==> src/rtl/core/cke_pkg.sv <==
// Shared types, constants and key code tables of the chord keyboard encoder.
// Used by every module in rtl/core except cke_checker; depends on nothing.
`default_nettype none

package cke_pkg;

  localparam int TABLE_DEPTH         = 256;
  localparam int QUEUE_DEPTH_DEFAULT = 4;
  localparam int CHORD_W             = 10;
  localparam int TIME_W              = 32;
  localparam int KEY_W               = 8;
  localparam int MS_W                = 16;
  localparam int CFG_ADDR_W          = 5;
  localparam int CFG_DATA_W          = 32;

  // Register indexes (paddr[4:2]).
  localparam logic [2:0] REG_DEBOUNCE    = 3'd0;
  localparam logic [2:0] REG_REPEAT_START = 3'd1;
  localparam logic [2:0] REG_REPEAT_INTVL = 3'd2;
  localparam logic [2:0] REG_CTRL_CODE   = 3'd3;
  localparam logic [2:0] REG_SHIFT_CODE  = 3'd4;
  localparam logic [2:0] REG_ALT_CODE    = 3'd5;

  // Register reset values.
  localparam logic [MS_W-1:0]  DEBOUNCE_RST     = 16'd60;
  localparam logic [MS_W-1:0]  REPEAT_START_RST = 16'd550;
  localparam logic [MS_W-1:0]  REPEAT_INTVL_RST = 16'd20;
  localparam logic [KEY_W-1:0] CTRL_CODE_RST    = 8'd128;
  localparam logic [KEY_W-1:0] SHIFT_CODE_RST   = 8'd129;
  localparam logic [KEY_W-1:0] ALT_CODE_RST     = 8'd130;

  // Thumb bit patterns.
  localparam logic [1:0] THUMB_LEFT  = 2'b01;
  localparam logic [1:0] THUMB_RIGHT = 2'b10;
  localparam logic [1:0] THUMB_BOTH  = 2'b11;

  typedef struct packed {
    logic [CHORD_W-1:0] chord;
    logic [TIME_W-1:0]  now;
  } tick_t;

  typedef struct packed {
    logic [MS_W-1:0]  debounce_ms;
    logic [MS_W-1:0]  repeat_start_ms;
    logic [MS_W-1:0]  repeat_interval_ms;
    logic [KEY_W-1:0] ctrl_code;
    logic [KEY_W-1:0] shift_code;
    logic [KEY_W-1:0] alt_code;
  } cfg_t;

  typedef struct packed {
    logic             press_valid;
    logic             modifier_valid;
    logic [KEY_W-1:0] modifier_code;
    logic [KEY_W-1:0] key_code;
    logic             release_all;
    logic             keypad_active;
  } result_t;

  // Normal mode table: finger bits to ASCII-style key codes.
  function automatic logic [KEY_W-1:0] rom_normal(input logic [KEY_W-1:0] idx);
    logic [KEY_W-1:0] code;
    unique case (idx)
      8'd1:   code = 8'h20;
      8'd2:   code = 8'h65;
      8'd4:   code = 8'h74;
      8'd8:   code = 8'h69;
      8'd16:  code = 8'h72;
      8'd32:  code = 8'h73;
      8'd64:  code = 8'h6E;
      8'd128: code = 8'h61;
      8'd3:   code = 8'h6F;
      8'd5:   code = 8'h6C;
      8'd6:   code = 8'h63;
      8'd9:   code = 8'h30;
      8'd10:  code = 8'h64;
      8'd12:  code = 8'h2E;
      8'd17:  code = 8'h2C;
      8'd18:  code = 8'h75;
      8'd20:  code = 8'h2D;
      8'd24:  code = 8'h28;
      8'd33:  code = 8'h29;
      8'd34:  code = 8'h5F;
      8'd36:  code = 8'h3B;
      8'd40:  code = 8'h70;
      8'd48:  code = 8'h66;
      8'd65:  code = 8'h6D;
      8'd66:  code = 8'h68;
      8'd68:  code = 8'h31;
      8'd72:  code = 8'h62;
      8'd80:  code = 8'h67;
      8'd96:  code = 8'h2F;
      8'd129: code = 8'h6B;
      8'd130: code = 8'h3D;
      8'd132: code = 8'h76;
      8'd136: code = 8'h3A;
      8'd144: code = 8'h32;
      8'd160: code = 8'h77;
      8'd192: code = 8'h79;
      8'd7:   code = 8'h33;
      8'd11:  code = 8'h7B;
      8'd13:  code = 8'h3C;
      8'd14:  code = 8'h22;
      8'd19:  code = 8'h78;
      8'd21:  code = 8'h34;
      8'd22:  code = 8'h7D;
      8'd25:  code = 8'h36;
      8'd26:  code = 8'h35;
      8'd28:  code = 8'h37;
      8'd35:  code = 8'h38;
      8'd37:  code = 8'h7A;
      8'd38:  code = 8'h2A;
      8'd41:  code = 8'h39;
      8'd42:  code = 8'h3E;
      8'd44:  code = 8'h2B;
      8'd49:  code = 8'h5B;
      8'd50:  code = 8'h5D;
      8'd52:  code = 8'h6A;
      8'd56:  code = 8'h71;
      8'd67:  code = 8'h26;
      8'd69:  code = 8'h23;
      8'd70:  code = 8'h5C;
      8'd73:  code = 8'h27;
      8'd74:  code = 8'h21;
      8'd76:  code = 8'h7C;
      8'd81:  code = 8'h25;
      8'd82:  code = 8'h40;
      8'd84:  code = 8'h3F;
      8'd88:  code = 8'h7E;
      8'd97:  code = 8'h24;
      8'd98:  code = 8'h5E;
      8'd100: code = 8'h60;
      default: code = 8'h00;
    endcase
    return code;
  endfunction

  // Keypad mode table: finger bits to keyboard library key codes.
  function automatic logic [KEY_W-1:0] rom_keypad(input logic [KEY_W-1:0] idx);
    logic [KEY_W-1:0] code;
    unique case (idx)
      8'd1:  code = 8'h80;
      8'd2:  code = 8'h81;
      8'd4:  code = 8'h82;
      8'd8:  code = 8'h83;
      8'd16: code = 8'h84;
      8'd32: code = 8'h85;
      8'd3:  code = 8'h86;
      8'd5:  code = 8'h87;
      8'd6:  code = 8'hDA;
      8'd9:  code = 8'hD9;
      8'd10: code = 8'hD8;
      8'd12: code = 8'hD7;
      8'd17: code = 8'hB2;
      8'd18: code = 8'hB3;
      8'd20: code = 8'hB0;
      8'd24: code = 8'hB1;
      8'd33: code = 8'hD1;
      8'd34: code = 8'hD4;
      8'd36: code = 8'hD3;
      8'd40: code = 8'hD6;
      8'd48: code = 8'hD2;
      8'd7:  code = 8'hD5;
      8'd11: code = 8'hC1;
      8'd13: code = 8'hC2;
      8'd14: code = 8'hC3;
      8'd19: code = 8'hC4;
      8'd21: code = 8'hC5;
      8'd22: code = 8'hC6;
      8'd25: code = 8'hC7;
      8'd26: code = 8'hC8;
      8'd28: code = 8'hC9;
      8'd35: code = 8'hCA;
      8'd37: code = 8'hCB;
      8'd38: code = 8'hCC;
      8'd41: code = 8'hCD;
      default: code = 8'h00;
    endcase
    return code;
  endfunction

endpackage

`default_nettype wire

==> src/rtl/core/cke_front.sv <==
// Front end of the chord keyboard encoder: debounces raw button ticks.
// Depends on cke_pkg; feeds cke_queue with the stable chord and timestamp.
`default_nettype none

module cke_front (
  input  wire logic                        clk,
  input  wire logic                        rst,
  input  wire logic                        accept,
  input  wire logic [cke_pkg::CHORD_W-1:0] raw,
  input  wire logic [cke_pkg::TIME_W-1:0]  now,
  input  wire logic [cke_pkg::MS_W-1:0]    debounce_ms,
  output cke_pkg::tick_t                   item
);

  logic [cke_pkg::CHORD_W-1:0] raw_previous, raw_previous_next;
  logic [cke_pkg::TIME_W-1:0]  raw_change_time, raw_change_time_next;
  logic [cke_pkg::CHORD_W-1:0] stable_chord, stable_chord_next;
  logic [cke_pkg::TIME_W-1:0]  elapsed;
  logic [cke_pkg::TIME_W-1:0]  debounce_wide;

  assign debounce_wide = {{(cke_pkg::TIME_W-cke_pkg::MS_W){1'b0}}, debounce_ms};
  assign elapsed       = now - raw_change_time;

  always_comb begin
    raw_previous_next    = raw_previous;
    raw_change_time_next = raw_change_time;
    stable_chord_next    = stable_chord;
    if (raw == raw_previous) begin
      // Pin the change time just past the window so it never wraps back in.
      if (elapsed > debounce_wide) begin
        raw_change_time_next = now - debounce_wide - 32'd1;
        stable_chord_next    = raw;
      end
    end else begin
      raw_previous_next    = raw;
      raw_change_time_next = now;
    end
  end

  assign item.chord = stable_chord_next;
  assign item.now   = now;

  always_ff @(posedge clk) begin
    if (rst) begin
      raw_previous    <= '0;
      raw_change_time <= '0;
      stable_chord    <= '0;
    end else if (accept) begin
      raw_previous    <= raw_previous_next;
      raw_change_time <= raw_change_time_next;
      stable_chord    <= stable_chord_next;
    end
  end

endmodule

`default_nettype wire

==> src/rtl/core/cke_queue.sv <==
// Short FIFO between the debounce front end and the send logic back end.
// Depends on cke_pkg for the entry type.
`default_nettype none

module cke_queue #(
  parameter int DEPTH = cke_pkg::QUEUE_DEPTH_DEFAULT
) (
  input  wire logic           clk,
  input  wire logic           rst,
  input  wire logic           push,
  input  wire cke_pkg::tick_t push_data,
  output logic                full,
  input  wire logic           pop,
  output logic                head_valid,
  output cke_pkg::tick_t      head_data
);

  localparam int AW = (DEPTH > 1) ? $clog2(DEPTH) : 1;
  localparam int CW = $clog2(DEPTH + 1);

  cke_pkg::tick_t slots [DEPTH];
  logic [AW-1:0]  wr_ptr, rd_ptr;
  logic [CW-1:0]  count;

  assign full       = (count == CW'(DEPTH));
  assign head_valid = (count != '0);
  assign head_data  = slots[rd_ptr];

  always_ff @(posedge clk) begin
    if (push) begin
      slots[wr_ptr] <= push_data;
    end
  end

  always_ff @(posedge clk) begin
    if (rst) begin
      wr_ptr <= '0;
      rd_ptr <= '0;
      count  <= '0;
    end else begin
      if (push) begin
        wr_ptr <= (wr_ptr == AW'(DEPTH - 1)) ? '0 : wr_ptr + AW'(1);
      end
      if (pop) begin
        rd_ptr <= (rd_ptr == AW'(DEPTH - 1)) ? '0 : rd_ptr + AW'(1);
      end
      case ({push, pop})
        2'b10:   count <= count + CW'(1);
        2'b01:   count <= count - CW'(1);
        default: count <= count;
      endcase
    end
  end

endmodule

`default_nettype wire

==> src/rtl/core/cke_back.sv <==
// Back end of the chord keyboard encoder: mode toggle, autorepeat, key lookup.
// Depends on cke_pkg; drains cke_queue into a registered result stage.
`default_nettype none

module cke_back (
  input  wire logic           clk,
  input  wire logic           rst,
  input  wire cke_pkg::cfg_t  cfg,
  input  wire logic           head_valid,
  input  wire cke_pkg::tick_t head,
  output logic                pop,
  output logic                result_valid,
  input  wire logic           result_ready,
  output cke_pkg::result_t    result
);

  logic [cke_pkg::CHORD_W-1:0] sent_chord, sent_chord_next;
  logic [cke_pkg::TIME_W-1:0]  send_time, send_time_next;
  logic                        repeating, repeating_next;
  logic                        keypad_mode, keypad_mode_next;
  logic                        send_now;
  logic [cke_pkg::KEY_W-1:0]   fingers;
  logic [1:0]                  thumbs;
  logic [cke_pkg::TIME_W-1:0]  held;
  cke_pkg::result_t            res;

  assign fingers = head.chord[cke_pkg::KEY_W-1:0];
  assign thumbs  = head.chord[cke_pkg::CHORD_W-1:cke_pkg::KEY_W];
  assign held    = head.now - send_time;
  assign pop     = head_valid && (!result_valid || result_ready);

  always_comb begin
    sent_chord_next  = sent_chord;
    send_time_next   = send_time;
    repeating_next   = repeating;
    keypad_mode_next = keypad_mode;
    send_now         = 1'b1;
    res              = '0;
    if (fingers == '0 && thumbs != 2'b00) begin
      // A new thumbs-only chord flips the mode; holding it does nothing more.
      if (head.chord != sent_chord) begin
        keypad_mode_next = !keypad_mode;
        sent_chord_next  = head.chord;
        send_time_next   = head.now;
        res.release_all  = 1'b1;
      end
    end else if (head.chord == '0) begin
      sent_chord_next = '0;
      send_time_next  = head.now;
      res.release_all = 1'b1;
    end else begin
      if (head.chord == sent_chord) begin
        if (repeating) begin
          if (held < {16'd0, cfg.repeat_interval_ms}) begin
            send_now = 1'b0;
          end
        end else if (held < {16'd0, cfg.repeat_start_ms}) begin
          send_now = 1'b0;
        end else begin
          repeating_next = 1'b1;
        end
      end else begin
        repeating_next = 1'b0;
      end
      if (send_now) begin
        send_time_next  = head.now;
        sent_chord_next = head.chord;
        res.press_valid = 1'b1;
        res.key_code    = keypad_mode ? cke_pkg::rom_keypad(fingers)
                                      : cke_pkg::rom_normal(fingers);
        unique case (thumbs)
          cke_pkg::THUMB_BOTH: begin
            res.modifier_valid = 1'b1;
            res.modifier_code  = cfg.alt_code;
          end
          cke_pkg::THUMB_LEFT: begin
            res.modifier_valid = 1'b1;
            res.modifier_code  = cfg.ctrl_code;
          end
          cke_pkg::THUMB_RIGHT: begin
            res.modifier_valid = 1'b1;
            res.modifier_code  = cfg.shift_code;
          end
          default: begin
            res.modifier_valid = 1'b0;
          end
        endcase
      end
      res.release_all = 1'b1;
    end
    res.keypad_active = keypad_mode_next;
  end

  always_ff @(posedge clk) begin
    if (rst) begin
      sent_chord   <= '0;
      send_time    <= '0;
      repeating    <= 1'b0;
      keypad_mode  <= 1'b0;
      result_valid <= 1'b0;
    end else if (pop) begin
      sent_chord   <= sent_chord_next;
      send_time    <= send_time_next;
      repeating    <= repeating_next;
      keypad_mode  <= keypad_mode_next;
      result_valid <= 1'b1;
    end else if (result_ready) begin
      result_valid <= 1'b0;
    end
  end

  always_ff @(posedge clk) begin
    if (pop) begin
      result <= res;
    end
  end

endmodule

`default_nettype wire

==> src/rtl/core/chord_keyboard_encoder_unit.sv <==
// Chord keyboard encoder: each tick carries ten button bits and a millisecond
// timestamp and yields exactly one result (press, modifier, key, release, mode).
// Ticks enter on tick_valid/tick_ready and results leave on
// result_valid/result_ready; a request is taken when valid and ready are high.
// The debounce front end takes one tick per cycle, while the queue is not full,
// into a QUEUE_DEPTH-entry queue; the back end takes one queue entry per cycle,
// unless a result waits untaken, into the result register. An accepted tick is
// written into the queue, and its result is registered from the queue head.
// When the receiver stalls, the result register holds and the queue fills;
// tick_ready drops only when the queue is full, and QUEUE_DEPTH ticks plus one
// result can wait in the block.
// Synchronous reset clears the debounce and send state, empties the queue, returns
// to normal mode and loads the register defaults (60, 550, 20, 128, 129, 130).
// The user must write registers over the APB-style port only while idle; the
// block does not enforce it. Depends on cke_pkg, cke_front, cke_queue and cke_back.
`default_nettype none

module chord_keyboard_encoder_unit #(
  parameter int QUEUE_DEPTH = cke_pkg::QUEUE_DEPTH_DEFAULT
) (
  input  wire logic                           clk,
  input  wire logic                           rst,
  input  wire logic                           tick_valid,
  output logic                                tick_ready,
  input  wire logic [cke_pkg::CHORD_W-1:0]    buttons_pressed,
  input  wire logic [cke_pkg::TIME_W-1:0]     now_ms,
  output logic                                result_valid,
  input  wire logic                           result_ready,
  output logic                                press_valid,
  output logic                                modifier_valid,
  output logic [cke_pkg::KEY_W-1:0]           modifier_code,
  output logic [cke_pkg::KEY_W-1:0]           key_code,
  output logic                                release_all,
  output logic                                keypad_active,
  input  wire logic                           psel,
  input  wire logic                           penable,
  input  wire logic                           pwrite,
  input  wire logic [cke_pkg::CFG_ADDR_W-1:0] paddr,
  input  wire logic [cke_pkg::CFG_DATA_W-1:0] pwdata,
  output logic [cke_pkg::CFG_DATA_W-1:0]      prdata,
  output logic                                pready
);

  cke_pkg::cfg_t    cfg;
  cke_pkg::tick_t   front_item;
  cke_pkg::tick_t   head;
  cke_pkg::result_t result;
  logic             queue_full;
  logic             head_valid;
  logic             pop;
  logic             tick_accept;
  logic             cfg_write;
  logic [2:0]       reg_index;

  assign pready      = 1'b1;
  assign reg_index   = paddr[4:2];
  assign cfg_write   = psel && penable && pwrite && pready;
  assign tick_ready  = !queue_full;
  assign tick_accept = tick_valid && tick_ready;

  always_ff @(posedge clk) begin
    if (rst) begin
      cfg.debounce_ms        <= cke_pkg::DEBOUNCE_RST;
      cfg.repeat_start_ms    <= cke_pkg::REPEAT_START_RST;
      cfg.repeat_interval_ms <= cke_pkg::REPEAT_INTVL_RST;
      cfg.ctrl_code          <= cke_pkg::CTRL_CODE_RST;
      cfg.shift_code         <= cke_pkg::SHIFT_CODE_RST;
      cfg.alt_code           <= cke_pkg::ALT_CODE_RST;
    end else if (cfg_write) begin
      case (reg_index)
        cke_pkg::REG_DEBOUNCE:     cfg.debounce_ms        <= pwdata[15:0];
        cke_pkg::REG_REPEAT_START: cfg.repeat_start_ms    <= pwdata[15:0];
        cke_pkg::REG_REPEAT_INTVL: cfg.repeat_interval_ms <= pwdata[15:0];
        cke_pkg::REG_CTRL_CODE:    cfg.ctrl_code          <= pwdata[7:0];
        cke_pkg::REG_SHIFT_CODE:   cfg.shift_code         <= pwdata[7:0];
        cke_pkg::REG_ALT_CODE:     cfg.alt_code           <= pwdata[7:0];
        default: begin
        end
      endcase
    end
  end

  always_comb begin
    unique case (reg_index)
      cke_pkg::REG_DEBOUNCE:     prdata = {16'd0, cfg.debounce_ms};
      cke_pkg::REG_REPEAT_START: prdata = {16'd0, cfg.repeat_start_ms};
      cke_pkg::REG_REPEAT_INTVL: prdata = {16'd0, cfg.repeat_interval_ms};
      cke_pkg::REG_CTRL_CODE:    prdata = {24'd0, cfg.ctrl_code};
      cke_pkg::REG_SHIFT_CODE:   prdata = {24'd0, cfg.shift_code};
      cke_pkg::REG_ALT_CODE:     prdata = {24'd0, cfg.alt_code};
      default:                   prdata = '0;
    endcase
  end

  cke_front u_front (
    .clk         (clk),
    .rst         (rst),
    .accept      (tick_accept),
    .raw         (buttons_pressed),
    .now         (now_ms),
    .debounce_ms (cfg.debounce_ms),
    .item        (front_item)
  );

  cke_queue #(
    .DEPTH (QUEUE_DEPTH)
  ) u_queue (
    .clk        (clk),
    .rst        (rst),
    .push       (tick_accept),
    .push_data  (front_item),
    .full       (queue_full),
    .pop        (pop),
    .head_valid (head_valid),
    .head_data  (head)
  );

  cke_back u_back (
    .clk          (clk),
    .rst          (rst),
    .cfg          (cfg),
    .head_valid   (head_valid),
    .head         (head),
    .pop          (pop),
    .result_valid (result_valid),
    .result_ready (result_ready),
    .result       (result)
  );

  assign press_valid    = result.press_valid;
  assign modifier_valid = result.modifier_valid;
  assign modifier_code  = result.modifier_code;
  assign key_code       = result.key_code;
  assign release_all    = result.release_all;
  assign keypad_active  = result.keypad_active;

endmodule

`default_nettype wire

==> config.mk <==
export PLATFORM = sky130hd
export DESIGN_NAME = chord_keyboard_encoder_unit
export DESIGN_NICKNAME = d
export VERILOG_FILES = /design/src/rtl/core/cke_pkg.sv /design/src/rtl/core/cke_front.sv /design/src/rtl/core/cke_queue.sv /design/src/rtl/core/cke_back.sv /design/src/rtl/core/chord_keyboard_encoder_unit.sv
export SDC_FILE = /design/constraint.sdc
export NUM_CORES = 1
export LEC_CHECK = 0
export BUFFER_PORTS_ARGS = -buffer_cell sky130_fd_sc_hd__buf_2
export CAP_MARGIN = 20
export CORE_UTILIZATION = 55
export CTS_CLUSTER_DIAMETER = 40
export DETAILED_ROUTE_END_ITERATION = 12
export MAX_ROUTING_LAYER = met4
export PLACE_DENSITY = 0.82
export SLEW_MARGIN = 15
export SYNTH_ARGS = -nofsm -noshare
export SYNTH_HDL_FRONTEND = slang
export SYNTH_SLANG_ARGS = --single-unit
export TNS_END_PERCENT = 10
==> constraint.sdc <==
create_clock -name clk -period 13.1 [get_ports clk]
set_input_delay 0 -clock clk [delete_from_list [all_inputs] [get_ports clk]]
set_output_delay 0 -clock clk [all_outputs]
set_load 0.005 [all_outputs]
Word-level counts from Yosys, hierarchy flattened

Memory sizes are Yosys's and may differ from the RTL's. A register that Yosys moved wholly into a read port is not among the register bits.
Index checks and enable logic that the tools add are counted.
Widths: inputs -> output; s select.

Reduce and logical (&&, ||, !) cells: 31
$add $sub $neg: 8
Magnitude comparators: 3
Multiplexer cells: 38
Eq/ne operators: 18
Bitwise gates (word level): 4

Operator list:

| kind                  | number |
|---|---|
| $mux 32               | 6 |
| $pmux 16 s6           | 1 |
| $lt 32x16->1          | 2 |
| $sub 32x32->32        | 2 |
| $mux 10               | 6 |
| $gt 32x16->1          | 1 |
| $sub 32x1->32 const B | 1 |
| $sub 32x16->32        | 1 |
| $pmux 8 s3            | 1 |
| $eq 10x10->1          | 2 |
| $mux 18               | 1 |
| $mux 1                | 16 |
| $mux 8                | 2 |
| $reduce_and 2->1      | 8 |
| $eq 2x2->1 const B    | 5 |
| $logic_not 10->1      | 1 |
| $ne 10x10->1          | 1 |
| $eq 3x3->1 const B    | 3 |
| $logic_not 8->1       | 1 |
| $mux 2                | 4 |
| $eq 3x2->1 const B    | 2 |
| $pmux 3 s2            | 1 |
| $reduce_and 3->1      | 2 |
| $reduce_bool 2->1     | 3 |
| other kinds (15)      | 29 |

Memories: 3
Memory bits (read-only): 2304
Input bits: 86
RAM bits: 168
Output and inout port bits: 55
Register bits after elaboration: 196
Logic and storage cells: 128

Memories:

| name            | depth | width | read ports | clocked after memory_dff | wr ports | RTL line        | source |
|---|---|---|---|---|---|---|---|
| (no name shown) | 256   | 7     | 1          | 0                        | 0        | cke_pkg.sv:63   | `unique case (idx)` |
| (no name shown) | 64    | 8     | 1          | 0                        | 0        | cke_pkg.sv:141  | `unique case (idx)` |
| u_queue.slots   | 4     | 42    | 1          | 1                        | 1        | cke_queue.sv:21 | `cke_pkg::tick_t slots [DEPTH];` |

Depth between registers and ports, before layout

Depth in word-level cells: 10
Gate-level depth with buffers: 25
Gate-level depth less buffers: 21

Hierarchy

From an unflattened synthesis, not the netlist that was laid out.

Cell total of the unflattened synthesis: 2698
Area, all modules: 24877.6 um^2

By module, submodules not included:

| module                      | times used | seq. area each (um^2) | area each (um^2) | cells an instance |
|---|---|---|---|---|
| cke_back                    | 1          | 1501.4                | 8562.0           | 1204 |
| cke_queue                   | 1          | 5225.0                | 6553.8           | 264 |
| cke_front                   | 1          | 1041.0                | 6221.0           | 805 |
| chord_keyboard_encoder_unit | 1          | 1441.4                | 3540.9           | 425 |

Worst setup path before layout

No wires, ideal clock.

Path type: register to register
Start point: register (tool-made name)
End point: register, netlist name u_back.result[12]
Buffers on the path: 6
Clock period less this slack: 5.867 ns
Setup time: 0.257 ns
Arrival time: 5.610 ns
Path slack: 7.233 ns
Required time: 12.843 ns
Cell stages (with the launch flop): 24
Path through: dfxtp_1 -> buf_6 -> buf_2 -> buf_2 -> buf_1 -> buf_2 -> mux4_2 -> ha_1 -> a21o_1 -> or3_1 -> o21ai_2 -> a21oi_2 -> nor2_1 -> xnor2_1 -> ha_1 -> and3_1 -> a211oi_1 -> o21ai_0 -> a31oi_1 -> o21ai_0 -> nand4b_1 -> nand2_2 -> buf_2 -> nor2_1

Worst setup path in the final report

Start point: register u_front.raw_change_time[0] in the netlist's numbering
End point: register u_front.stable_chord[1] in the netlist's numbering

Cells in the longest elaborated chain, start to end: 4

RTL lines:

| element                | RTL line        | source |
|---|---|---|
| start, declared        | cke_front.sv:16 | `logic [cke_pkg::TIME_W-1:0] raw_change_time, raw_change_time_next;` |
| start signal, assigned | cke_front.sv:50 | `raw_change_time <= raw_change_time_next;` |
| $sub 32x32->32         | cke_front.sv:22 | `assign elapsed = now - raw_change_time;` |
| $gt 32x16->1           | cke_front.sv:30 | `if (elapsed > debounce_wide) begin` |
| $mux 10                | cke_front.sv:30 |  |
| $mux 10                | cke_front.sv:28 | `if (raw == raw_previous) begin` |
| end signal, assigned   | cke_front.sv:51 | `stable_chord <= stable_chord_next;` |
| end, declared          | cke_front.sv:17 | `logic [cke_pkg::CHORD_W-1:0] stable_chord, stable_chord_next;` |

No other way between the ends.
A chain may end at the register's enable or synchronous reset.

==> flow_metrics.py <==
metrics = {
    "critical_path": {
        "cp_slowest_stage_delay_ns": 0.57,
        "worst-path-buf-inv": 2,
        "cpMaxStageDelayCell": "nor4_2",
        "criticalPathCategory": "flip-flop to flip-flop",
        "required_ns": 13.59,
        "path_cells": "ha_1 > inv_1 > fa_1 > a21o_1 > a211o_1 > a21bo_1 > o21ai_0 > xnor2_1 > ha_1 > nand4_1 > nor3_1 > a2111oi_0 > a22oi_1 > a2111oi_0 > nand4_1 > nor4_2 > a21boi_1 > buf_4 > nand2_1 > mux2i_1",
        "crit_family": "compound AO/OA/AOI/OAI gates",
        "cp.arrival_ns": 6.46,
        "worst-path-max-fanout": 11,
        "cp-start-kind": "flip-flop",
        "cp-end-kind": "flip-flop",
    },
    "global_route": {
        "overflow": 0,
        "grt_pass1_wl_mm": 96.7,
        "grtUsageTotal": 0.297,
        "grt_pass1_vias": 18500,
        "grt_antenna_before_repair": 1,
        "grt_max_degree": 97,
    },
    "synthesis": {
        "synth-main-ff-cell": "edfxtp_1",
        "async_flop_share": 0,
        "syn_area_um2": 22700,
        "synth_edf_count": 188,
        "ys_seq_area_frac": 0.405,
        "synth_seq_cells": 366,
        "avgSynthCellArea_um2": 9.37,
        "yosysWarnings": 0,
        "synthDistinctLibCells": 84,
        "syn_inst": 2428,
    },
    "timing": {
        "worst_pin_slew_ns": 1.05,
        "rsz0062_at_grt": "false",
        "finalSetupTns_ns": 0,
        "fmax_ghz": 0.167,
        "fin_crit_sh": 0.456,
        "hold_viol": 0,
        "worst_slack_ns": 7.12,
        "holdWs_ns": 0.0678,
        "maxSlewViolCount": 0,
        "min_period_ns": 5.98,
        "setup_viol": 0,
        "clock_skew_ns": 0.0256,
        "slew_headroom": 0.302,
    },
    "clocking": {
        "clock-sinks": 366,
        "htree_levels": 2,
        "clk_pin_slew_worst_paths_ns": 0.06,
        "postCtsSetupBuffers": 0,
        "clock-root-buffer": "clkbuf_16",
        "clockBufferDepth": 3,
        "clock_latency_ns": 0.59,
        "cts_buffers": 45,
        "cts_tree": "yes",
    },
    "route": {
        "routedWlPerCell_um": 19.9,
        "drt_iter0_drc": 1741,
        "drc": 0,
        "vias": 19100,
        "wirelength_mm": 61.5,
        "avgViaCountPerCell": 6.19,
        "ant_nets": 0,
        "drt_pass1_iterations": 7,
    },
    "layout": {
        "nets": 2754,
        "fin_area_um2": 25700,
        "instances_no_fill": 3090,
        "fin_util": 0.630,
        "syn2layout_area_growth_pct": 13.2,
        "antenna_cells": 0,
        "drive_gt1_frac": 0.122,
    },
    "floorplanning": {
        "die_area_um2": 42200,
        "start_util": 0.557,
        "io_pins": 141,
        "die_w_um": 205,
        "rows": 74,
        "coreArea_um2": 40800,
        "die_y_um": 205,
    },
    "run": {
        "maxCapViolCount": 0,
    },
    "pwr": {
        "peakVddDrop_mv": 0.107,
        "pwr_density_cell_nw_per_um2": 226,
        "total_leakage_power_nw": 9.57,
        "power_mw": 5.83,
    },
    "place": {
        "dp_cells": 2942,
        "post-place-ws_ns": 7.27,
        "dp_hpwl_mm": 43.0,
        "post_dp_cell_area_um2": 23500,
        "globalplace.congestion": 0.979,
        "io_buffers": 105,
    },
    "run_status": {
        "status": "finished clean",
    },
    "worst_hold_path": {
        "hold_class": "input port to flip-flop",
    },
}
==> path summary, 6_finish.rpt <==
| kind | end | slack (ns) | depth (start not counted) | startpoint |
|---|---|---|---|---|
| min reg2reg | u_back.sent_chord[7] | 0.47 | 2 | u_back.sent_chord[7] |
| max | u_front.stable_chord[1] | 7.12 | 20 | u_front.raw_change_time[0] |
| min | u_queue.wr_ptr[1] | 0.07 | 4 | tick_valid |
| max reg2reg | u_front.stable_chord[1] | 7.12 | 20 | u_front.raw_change_time[0] |
==> layer usage <==
metal	track usage	routed length (um)	vias to the layer above	part of all wire
met2	0.497	30300	743	0.49
met4	0.110	1650	0	0.027
met3	0.0291	3730	131	0.061
met5	-	0	-	0
li1	-	-	8996	-
met1	0.375	25800	9257	0.42
==> cells in the final DEF (no fill, tap or decap), drive strengths merged, types with 36 or more instances in the layout <==
master,n
mux4,39
xnor2,68
ha,143
nor3,36
mux2i,99
clkbuf,57
a21oi,241
nand3,38
edfxtp,188
nor2,206
buf,127
a211oi,48
dlygate4sd3,61
dfxtp,178
inv,166
o211ai,52
nand2,221
o21ai,128
==> report_power, final <==
part | switching [mW] | internal, mW
registers | 0.0859 | 1.40
logic | 1.88 | 1.18
clock network | 0.528 | 0.752
total | 2.49 | 3.33
==> tightest hold or removal path, cell delays in order <==
cell and delay (ns):
buf_2 0.13, and2_1 0.29, nand2_1 0.13, a21oi_1 0.05
==> cells by family (layout without fill, tap and decap cells) <==
logic type,Yosys count,in the layout,synth area share
muxes,158,158,0.0922
buffers and inverters,316,431,0.0581
AOI/OAI and AO/OA,659,659,0.185
other,2,17,0.000330
xor gates and xnor gates,103,103,0.0397
adders and majority gates,147,147,0.0822
and+or+nand+nor,677,677,0.138
DFF,366,366,0.405
==> repair_timing <==
item / 4_1_cts / 5_1_grt
hold buffers: 61 / 0
hold endpoints to repair: 308 / 0
resized for setup: 0 / 0
==> synth_stat cells, drive strengths merged (35+ instances only) <==
master	instances	share of area
buf	58	0.016
a21oi	241	0.055
xor2	35	0.013
nand3	38	0.0084
nand2	221	0.037
edfxtp	188	0.25
nor3	36	0.0079
dfxtp	178	0.16
mux2i	99	0.044
mux4	39	0.039
inv	157	0.026
clkbuf	99	0.016
ha	143	0.079
a211oi	48	0.017
xnor2	68	0.026
o21ai	128	0.030
o211ai	52	0.017
nor2	206	0.034
==> sequential cells by signal (all words and copies together), names as in the netlist, named ones only <==
signal / flops
cfg: 72
u_back.keypad_mode: 1
u_back.repeating: 1
u_back.result: 20
u_back.result_valid: 1
u_back.send_time: 32
u_back.sent_chord: 10
u_front.raw_change_time: 32
u_front.raw_previous: 10
u_front.stable_chord: 10
u_queue.count: 3
u_queue.rd_ptr: 2
u_queue.slots: 168
u_queue.wr_ptr: 2
==> final cells by class <==
class	instances	area, um^2
Sequential cell	366	9210
Multi-Input combinational cell	1761	12400
Clock buffer	57	1240
Clock inverter	27	324
Inverter	159	597
Tap cell	532	666
Timing Repair Buffer	188	1350
Fill cell	3175	15100
Power figures use the tool's default switching activity.
